### config.mk
export PLATFORM = sky130hd
export DESIGN_NAME = rgb_to_hsv_pixel_top
export DESIGN_NICKNAME = d
export VERILOG_FILES = /design/src/design/rhsv_pkg.sv /design/src/design/rgb_to_hsv_pixel_top.sv /design/src/design/rhsv_front.sv /design/src/design/rhsv_div_stage.sv
export SDC_FILE = /design/constraint.sdc
export NUM_CORES = 1
export LEC_CHECK = 0
export BUFFER_PORTS_ARGS = -buffer_cell sky130_fd_sc_hd__buf_2
export CAP_MARGIN = 20
export CORE_MARGIN = 2
export CORE_UTILIZATION = 39
export CTS_BUF_LIST = sky130_fd_sc_hd__clkbuf_8
export CTS_CLUSTER_DIAMETER = 50
export DETAILED_ROUTE_END_ITERATION = 10
export GPL_TIMING_DRIVEN = 1
export HOLD_SLACK_MARGIN = 0.05
export PLACE_DENSITY = 0.61
export SETUP_SLACK_MARGIN = 0.4
export SLEW_MARGIN = 20
export SYNTH_ARGS = -nofsm -noshare
export SYNTH_HDL_FRONTEND = slang
export SYNTH_SLANG_ARGS = --single-unit
### constraint.sdc
create_clock -name clock -period 18.5 [get_ports clock]
set_input_delay 0.925 -clock clock [delete_from_list [all_inputs] [get_ports clock]]
set_output_delay 0.925 -clock clock [all_outputs]
set_load 0.05 [all_outputs]
### src/design/rhsv_pkg.sv
package rhsv_pkg;

   localparam int COMP_W    = 8;                      // color component width
   localparam int HUE_W     = 9;                      // hue result width
   localparam int NUM_W     = 17;                     // dividend width
   localparam int QUOT_W    = 9;                      // quotient bits per divide
   localparam int DIV_STAGES = 3;                     // divider pipeline stages
   localparam int DIV_STEPS = QUOT_W / DIV_STAGES;    // quotient bits per stage

   localparam logic [NUM_W-1:0] HUE_RED_WRAP = NUM_W'(360);
   localparam logic [NUM_W-1:0] HUE_GREEN_BASE = NUM_W'(120);
   localparam logic [NUM_W-1:0] HUE_BLUE_BASE = NUM_W'(240);
   localparam logic signed [15:0] HUE_SECTOR = 16'sd60;

   // Sector codes: which component holds the maximum
   localparam logic [1:0] SECT_RED   = 2'd0;
   localparam logic [1:0] SECT_GREEN = 2'd1;
   localparam logic [1:0] SECT_BLUE  = 2'd2;

   // One long-division lane: partial remainder, shift word, divisor.
   // The shift word starts as the low dividend bits and ends as the quotient.
   typedef struct packed {
      logic [COMP_W-1:0] rem;
      logic [QUOT_W-1:0] work;
      logic [COMP_W-1:0] divisor;
   } div_lane_type;

   // Data that travels through the divider stages
   typedef struct packed {
      logic              valid;
      logic              grey;
      logic [COMP_W-1:0] brightness;
      div_lane_type      hue;
      div_lane_type      sat;
   } div_pipe_type;

   // Start a lane from a dividend known to give a quotient below 2**QUOT_W
   function automatic div_lane_type div_load(logic [NUM_W-1:0] num,
                                             logic [COMP_W-1:0] divisor);
      div_lane_type l;
      l.rem     = num[NUM_W-1:QUOT_W];
      l.work    = num[QUOT_W-1:0];
      l.divisor = divisor;
      return l;
   endfunction

   // One restoring division step: bring down a bit, trial subtract
   function automatic div_lane_type div_step(div_lane_type l);
      logic [COMP_W:0] trial;
      div_lane_type    r;
      trial = {l.rem, l.work[QUOT_W-1]};
      r     = l;
      if (trial >= {1'b0, l.divisor}) begin
         r.rem  = COMP_W'(trial - {1'b0, l.divisor});
         r.work = {l.work[QUOT_W-2:0], 1'b1};
      end else begin
         r.rem  = trial[COMP_W-1:0];
         r.work = {l.work[QUOT_W-2:0], 1'b0};
      end
      return r;
   endfunction

endpackage

### src/design/rgb_to_hsv_pixel_top.sv
// Channel   Handshake            Ports
// request   start (busy = 0)     req_red, req_green, req_blue
// response  rsp_valid strobe     rsp_hue, rsp_saturation, rsp_brightness
//
// One pixel enters per cycle; busy is always low.
// Results pass through classify, dividend forming, then three divider
// stages that each resolve three quotient bits of both divides.
// Synchronous reset clears only the valid bits; no result follows reset.
// The receiver cannot stall: each result shows for one cycle only.
module rgb_to_hsv_pixel_top (
   input  logic                          clock,
   input  logic                          reset,
   input  logic                          start,
   output logic                          busy,
   input  logic [rhsv_pkg::COMP_W-1:0]   req_red,
   input  logic [rhsv_pkg::COMP_W-1:0]   req_green,
   input  logic [rhsv_pkg::COMP_W-1:0]   req_blue,
   output logic                          rsp_valid,
   output logic [rhsv_pkg::HUE_W-1:0]    rsp_hue,
   output logic [rhsv_pkg::COMP_W-1:0]   rsp_saturation,
   output logic [rhsv_pkg::COMP_W-1:0]   rsp_brightness
);

   rhsv_pkg::div_pipe_type pipe [rhsv_pkg::DIV_STAGES+1];

   // Fully pipelined: never hold off a transaction
   assign busy = 1'b0;

   rhsv_front u_front (
      .clock    (clock),
      .reset    (reset),
      .in_valid (start),
      .red      (req_red),
      .green    (req_green),
      .blue     (req_blue),
      .out      (pipe[0])
   );

   for (genvar s = 0; s < rhsv_pkg::DIV_STAGES; s++) begin : g_div
      rhsv_div_stage u_stage (
         .clock (clock),
         .reset (reset),
         .in    (pipe[s]),
         .out   (pipe[s+1])
      );
   end

   // Drive the result; force hue and saturation to zero for grey
   always_comb begin
      rsp_valid      = pipe[rhsv_pkg::DIV_STAGES].valid;
      rsp_brightness = pipe[rhsv_pkg::DIV_STAGES].brightness;
      if (pipe[rhsv_pkg::DIV_STAGES].grey) begin
         rsp_hue        = '0;
         rsp_saturation = '0;
      end else begin
         rsp_hue        = pipe[rhsv_pkg::DIV_STAGES].hue.work;
         rsp_saturation = pipe[rhsv_pkg::DIV_STAGES].sat.work[rhsv_pkg::COMP_W-1:0];
      end
   end

endmodule

### src/design/rhsv_front.sv
module rhsv_front (
   input  logic                          clock,
   input  logic                          reset,
   input  logic                          in_valid,
   input  logic [rhsv_pkg::COMP_W-1:0]   red,
   input  logic [rhsv_pkg::COMP_W-1:0]   green,
   input  logic [rhsv_pkg::COMP_W-1:0]   blue,
   output rhsv_pkg::div_pipe_type        out
);

   // Stage 1 registers: max, delta, sector, signed difference
   logic                          s1_valid_ff;
   logic [rhsv_pkg::COMP_W-1:0]   s1_max_ff, s1_max_in;
   logic [rhsv_pkg::COMP_W-1:0]   s1_delta_ff, s1_delta_in;
   logic [1:0]                    s1_sector_ff, s1_sector_in;
   logic signed [rhsv_pkg::COMP_W:0] s1_diff_ff, s1_diff_in;

   logic [rhsv_pkg::COMP_W-1:0]   min_val;

   // Stage 2 register: divider inputs
   logic                          s2_valid_ff;
   rhsv_pkg::div_pipe_type        s2_ff, s2_in;

   logic [rhsv_pkg::NUM_W-1:0]    base;
   logic signed [15:0]            diff_x;
   logic signed [15:0]            diff_scaled;
   logic signed [rhsv_pkg::NUM_W:0] hue_sum;
   logic [rhsv_pkg::NUM_W-1:0]    hue_num;
   logic [rhsv_pkg::NUM_W-1:0]    sat_num;

   // Classify: red wins ties over green, green over blue
   always_comb begin
      if (red >= green && red >= blue) begin
         s1_sector_in = rhsv_pkg::SECT_RED;
         s1_max_in    = red;
         s1_diff_in   = $signed({1'b0, green}) - $signed({1'b0, blue});
      end else if (green >= blue) begin
         s1_sector_in = rhsv_pkg::SECT_GREEN;
         s1_max_in    = green;
         s1_diff_in   = $signed({1'b0, blue}) - $signed({1'b0, red});
      end else begin
         s1_sector_in = rhsv_pkg::SECT_BLUE;
         s1_max_in    = blue;
         s1_diff_in   = $signed({1'b0, red}) - $signed({1'b0, green});
      end
      min_val = red;
      if (green < min_val) min_val = green;
      if (blue < min_val) min_val = blue;
      s1_delta_in = s1_max_in - min_val;
   end

   always_ff @(posedge clock) begin
      s1_max_ff    <= s1_max_in;
      s1_delta_ff  <= s1_delta_in;
      s1_sector_ff <= s1_sector_in;
      s1_diff_ff   <= s1_diff_in;
   end

   always_ff @(posedge clock) begin
      if (reset) begin
         s1_valid_ff <= 1'b0;
      end else begin
         s1_valid_ff <= in_valid;
      end
   end

   // Pick the sector base, wrapping a negative red-sector hue by a full turn
   always_comb begin
      unique case (s1_sector_ff)
         rhsv_pkg::SECT_RED: begin
            base = s1_diff_ff[rhsv_pkg::COMP_W] ?
                   rhsv_pkg::NUM_W'(rhsv_pkg::NUM_W'(s1_delta_ff) * rhsv_pkg::HUE_RED_WRAP) :
                   '0;
         end
         rhsv_pkg::SECT_GREEN: begin
            base = rhsv_pkg::NUM_W'(rhsv_pkg::NUM_W'(s1_delta_ff) * rhsv_pkg::HUE_GREEN_BASE);
         end
         default: begin
            base = rhsv_pkg::NUM_W'(rhsv_pkg::NUM_W'(s1_delta_ff) * rhsv_pkg::HUE_BLUE_BASE);
         end
      endcase
   end

   // Form both dividends; the hue sum is never negative
   always_comb begin
      diff_x      = 16'(s1_diff_ff);
      diff_scaled = diff_x * rhsv_pkg::HUE_SECTOR;
      hue_sum     = $signed({1'b0, base}) + (rhsv_pkg::NUM_W+1)'(diff_scaled);
      hue_num     = hue_sum[rhsv_pkg::NUM_W-1:0];
      sat_num     = {1'b0, s1_delta_ff, {rhsv_pkg::COMP_W{1'b0}}} -
                    rhsv_pkg::NUM_W'(s1_delta_ff);

      s2_in.valid      = s1_valid_ff;
      s2_in.grey       = (s1_delta_ff == '0);
      s2_in.brightness = s1_max_ff;
      s2_in.hue        = rhsv_pkg::div_load(hue_num, s1_delta_ff);
      s2_in.sat        = rhsv_pkg::div_load(sat_num, s1_max_ff);
   end

   always_ff @(posedge clock) begin
      s2_ff <= s2_in;
   end

   always_ff @(posedge clock) begin
      if (reset) begin
         s2_valid_ff <= 1'b0;
      end else begin
         s2_valid_ff <= s1_valid_ff;
      end
   end

   always_comb begin
      out       = s2_ff;
      out.valid = s2_valid_ff;
   end

endmodule

### src/design/rhsv_div_stage.sv
module rhsv_div_stage (
   input  logic                    clock,
   input  logic                    reset,
   input  rhsv_pkg::div_pipe_type  in,
   output rhsv_pkg::div_pipe_type  out
);

   logic                    valid_ff;
   rhsv_pkg::div_pipe_type  data_ff, data_in;

   // Advance both quotients by DIV_STEPS bits each
   always_comb begin
      data_in = in;
      for (int i = 0; i < rhsv_pkg::DIV_STEPS; i++) begin
         data_in.hue = rhsv_pkg::div_step(data_in.hue);
         data_in.sat = rhsv_pkg::div_step(data_in.sat);
      end
   end

   always_ff @(posedge clock) begin
      data_ff <= data_in;
   end

   always_ff @(posedge clock) begin
      if (reset) begin
         valid_ff <= 1'b0;
      end else begin
         valid_ff <= in.valid;
      end
   end

   always_comb begin
      out       = data_ff;
      out.valid = valid_ff;
   end

endmodule

==> impl_summary.md <==
Floorplan
Once the floorplan was initialized, standard cells occupied between 30% and 40% of the core. The top-level port count is 54. The floorplan step defined a core boundary enclosing around 0.043 mm2. The horizontal die dimension is 211 um. The die is ~210 um tall.

Row generation in the floorplan step produced 76 rows. The die covers approximately 0.045 mm2.

Drt
After detailed routing, the number of remaining DRC violations is 0. The total wirelength of the detailed-routed design is around 37 mm. The number of nets with antenna violations after routing is 0.

The via density per instance is around 5.1. The iteration count of the initial detailed-routing pass is 5. The detailed router finished its first iteration with ~600 violations. After detailed routing, the average wire length per cell comes to approximately 15 um. The detailed router placed about 13000 vias in this run.

STA
Adding up every negative setup slack in the final design gives 0 ps. Headroom to the max-slew limit came out at a little over two fifths. The final-report hold violation count is 0.

The final hold slack is between 300 and 400 ps. The final period utilization is between 40 and 50%. For the finished layout, the period the worst path requires is ~7400 ps.

For the final database, setup skew stands at between 20 and 25 ps. The final count of pins violating max slew is 0. The final setup violation count is 0.

Setup repair after global routing left no endpoint under its margin. At the pin with the least slew margin, the transition time is around 850 ps. Static timing analysis puts the maximum clock frequency at around 130 MHz.

Worst setup path
The worst endpoint data arrival time is 7810 ps. The standard cell with the maximum stage delay on the critical path is sky130_fd_sc_hd__o31a_1. At the worst endpoint, the required time is 18880 ps. The maximum fanout count along the critical path is 9. Counting stages on the worst path, the most repeated cell is sky130_fd_sc_hd__o21ai_0. The type of origin of the critical path is a flip-flop.

The type of destination of the critical path is a flip-flop. By startpoint and endpoint, the worst setup path is classified as reg2reg. The stage delay of the slowest cell on the critical path is between 400 and 500 ps.

CTS
For the worst-skew pair, the clock arrives at the later sink with an insertion delay of 500 ps. The clock drives 200 sinks. The cell sitting at the root of the clock tree is a sky130_fd_sc_hd__clkbuf_8. The clock passes through at most 2 buffers. Post-CTS repair changed the size of 0 cells. The TritonCTS clock tree is yes.

In this run the number of H-tree levels came out at 4. The number of buffers created by CTS is 17. The count of hold-fix buffers inserted at cts is 0. The buffers inserted during post-CTS setup optimization is 0. The clock transition at the registers of the reported paths is ~120 ps.

Flow run
The tool flagged a number of max-cap violations equal to 0.

GRT
The number of global-route vias before repair is ~13000. The overflow left after global routing is 0. The wire length of the first global-routing pass is around 60 mm. Entering global routing, the biggest net connects 27 pins.

The number of antenna violations at the first check in global routing came to 0. Global routing consumed, over all layers together, 16.9% of the routing resources.

Finish
The final cell count without fillers is about 2500. The diode insertion count for antenna repair is 0. Leaving out fill and tap cells, the most frequent cell in the layout is sky130_fd_sc_hd__ha_1. Cells with a size suffix above 1 make up about a tenth of the layout. The number of nets in the layout is 2274.

The area growth from synthesis to final layout is 7.28%. The library cells used most frequently in the layout, excluding fill and tap cells, are sky130_fd_sc_hd__ha_1, sky130_fd_sc_hd__inv_1, sky130_fd_sc_hd__dfxtp_1.

Min path
The kind of path behind the tightest hold check is reg2reg.

Synthesis
A synthesized cell averages approximately 8.9 um2. After synthesis, the netlist uses a little over 70 different library cells. The share of async-settable or async-resettable flops after synthesis is 0%. The mapped cell area is between 0.015 and 0.02 mm2. Among all flip-flop cells after synthesis, the most frequent one is sky130_fd_sc_hd__dfxtp_1.

The synthesized instance count is around 1900. The sequential-to-total area share from yosys stat is 23.9%. The number of warning messages in the yosys log is 0. Yosys mapped a number of flops with a built-in enable equal to 0. The count of state elements after synthesis is 200.

Run status
The run finished with clean final reports.

Place
The global placement routability congestion is just over 0.9. The cell count after placement is approximately 2500. The count of input and output buffers is 52. Summed over all nets, the half-perimeter wirelength after detailed placement is slightly above 30 mm.
-- critical path: cells and delay by family (launching register included) --
family                   cells  cell delay (ps)
AND/OR/NAND/NOR              3              410
flip-flops                   1              400
buffers and inverters        2              220
multiplexers                 3             1160
AO/OA/AOI/OAI               18             4260
adder cells (fa/ha/maj)      3              880
-- logic make-up (layout without fill, tap and decap cells) --
family	Yosys count	after routing	share of synthesized area (%)
multiplexers	120	120	7.79
AND/OR/NAND/NOR	422	422	12.6
AO/OA/AOI/OAI	390	390	14.8
other	1	2	0.0223
buffers and inverters	269	327	6.28
adder cells (fa/ha/maj)	321	321	26.5
flip-flops	200	200	23.9
XOR/XNOR	157	157	8.19
-- registers in the layout, indices dropped and copies added, names as in the netlist --
| signal | flops |
|---|---|
| u_front.s1_max_ff | 8 |
| g_div.u_stage.out | 120 |
| u_front.s1_valid_ff | 1 |
| u_front.s2_valid_ff | 1 |
| u_front.s1_diff_ff | 9 |
| u_front.out | 48 |
| u_front.s1_sector_ff | 2 |
| u_front.s1_delta_ff | 8 |
| g_div.u_stage.valid_ff | 3 |
-- Yosys cell counts, types with 5 or more instances --
library cell | count | share of area [%]
sky130_fd_sc_hd__o211ai_1 | 10 | 0.45
sky130_fd_sc_hd__xnor2_1 | 109 | 5.7
sky130_fd_sc_hd__nor2b_1 | 69 | 2.6
sky130_fd_sc_hd__nand4_1 | 30 | 1.1
sky130_fd_sc_hd__mux2_2 | 85 | 5.7
sky130_fd_sc_hd__or3_1 | 13 | 0.48
sky130_fd_sc_hd__nor2_1 | 110 | 2.5
sky130_fd_sc_hd__nand2_1 | 88 | 2.0
sky130_fd_sc_hd__ha_1 | 264 | 20
sky130_fd_sc_hd__nand3_1 | 22 | 0.66
sky130_fd_sc_hd__and3_1 | 8 | 0.30
sky130_fd_sc_hd__inv_1 | 239 | 5.3
sky130_fd_sc_hd__a21oi_1 | 119 | 3.5
sky130_fd_sc_hd__and2_1 | 6 | 0.22
sky130_fd_sc_hd__clkbuf_1 | 16 | 0.36
sky130_fd_sc_hd__a211o_1 | 5 | 0.26
sky130_fd_sc_hd__o21a_1 | 17 | 0.76
sky130_fd_sc_hd__dfxtp_1 | 200 | 24
sky130_fd_sc_hd__a211oi_1 | 9 | 0.40
sky130_fd_sc_hd__o21bai_1 | 13 | 0.58
sky130_fd_sc_hd__a21o_1 | 42 | 1.9
sky130_fd_sc_hd__fa_1 | 57 | 6.8
sky130_fd_sc_hd__o31a_1 | 5 | 0.26
sky130_fd_sc_hd__a31oi_1 | 9 | 0.34
sky130_fd_sc_hd__xor2_1 | 48 | 2.5
sky130_fd_sc_hd__o21ai_0 | 103 | 3.1
sky130_fd_sc_hd__nor3_1 | 26 | 0.78
sky130_fd_sc_hd__nand2b_1 | 24 | 0.89
sky130_fd_sc_hd__or2_2 | 8 | 0.30
sky130_fd_sc_hd__a221oi_1 | 6 | 0.31
sky130_fd_sc_hd__buf_4 | 9 | 0.40
sky130_fd_sc_hd__mux2i_1 | 35 | 2.1
sky130_fd_sc_hd__a21boi_0 | 11 | 0.49
-- per-stage QoR --
| stage | cell area [um2] | utilization (%) | setup slack (ps) |
|---|---|---|---|
| 2_1_floorplan | 16800 | - | 12140 |
| 3_3_place_gp | 17600 | 41.2 | 11250 |
| 3_5_place_dp | 17600 | 41.2 | 11210 |
| 4_1_cts | 18000 | 42.1 | 11150 |
| 5_1_grt | 18000 | 42.1 | 10480 |
| 6_report | 18000 | 42.1 | 11070 |
-- worst paths after layout --
path	from	cells after the start	slack, ps	to
hold reg to reg	g_div[0].u_stage.out[34]$_DFF_P_	0	330	g_div[1].u_stage.out[37]$_DFF_P_
setup / recovery	u_front.out[51]$_DFF_P_	29	11070	g_div[0].u_stage.out[19]$_DFF_P_
setup reg to reg	u_front.out[51]$_DFF_P_	29	11070	g_div[0].u_stage.out[19]$_DFF_P_
hold / removal	g_div[0].u_stage.out[34]$_DFF_P_	0	330	g_div[1].u_stage.out[37]$_DFF_P_
-- routing by layer --
metal  vias up  track usage (%)  wire (um)
met5         -                0          0
li1       6546                -          -
met4         0             4.10        478
met2       200             29.1      17300
met3        29             2.45       1280
met1      5923             22.2      17600
-- layout make-up --
cell class              instances  area (um2)
well taps                     546         683
fillers                      4231       24800
flip-flops and latches        200        4000
repair buffers                 56         290
multi-input cells            1412       11700
inverters                     239         897
clock inverters                15         159
clock buffers                  17         234
Power is not shown: default switching activity piles up to over one toggle a cycle in this logic, so the estimate is an artifact.
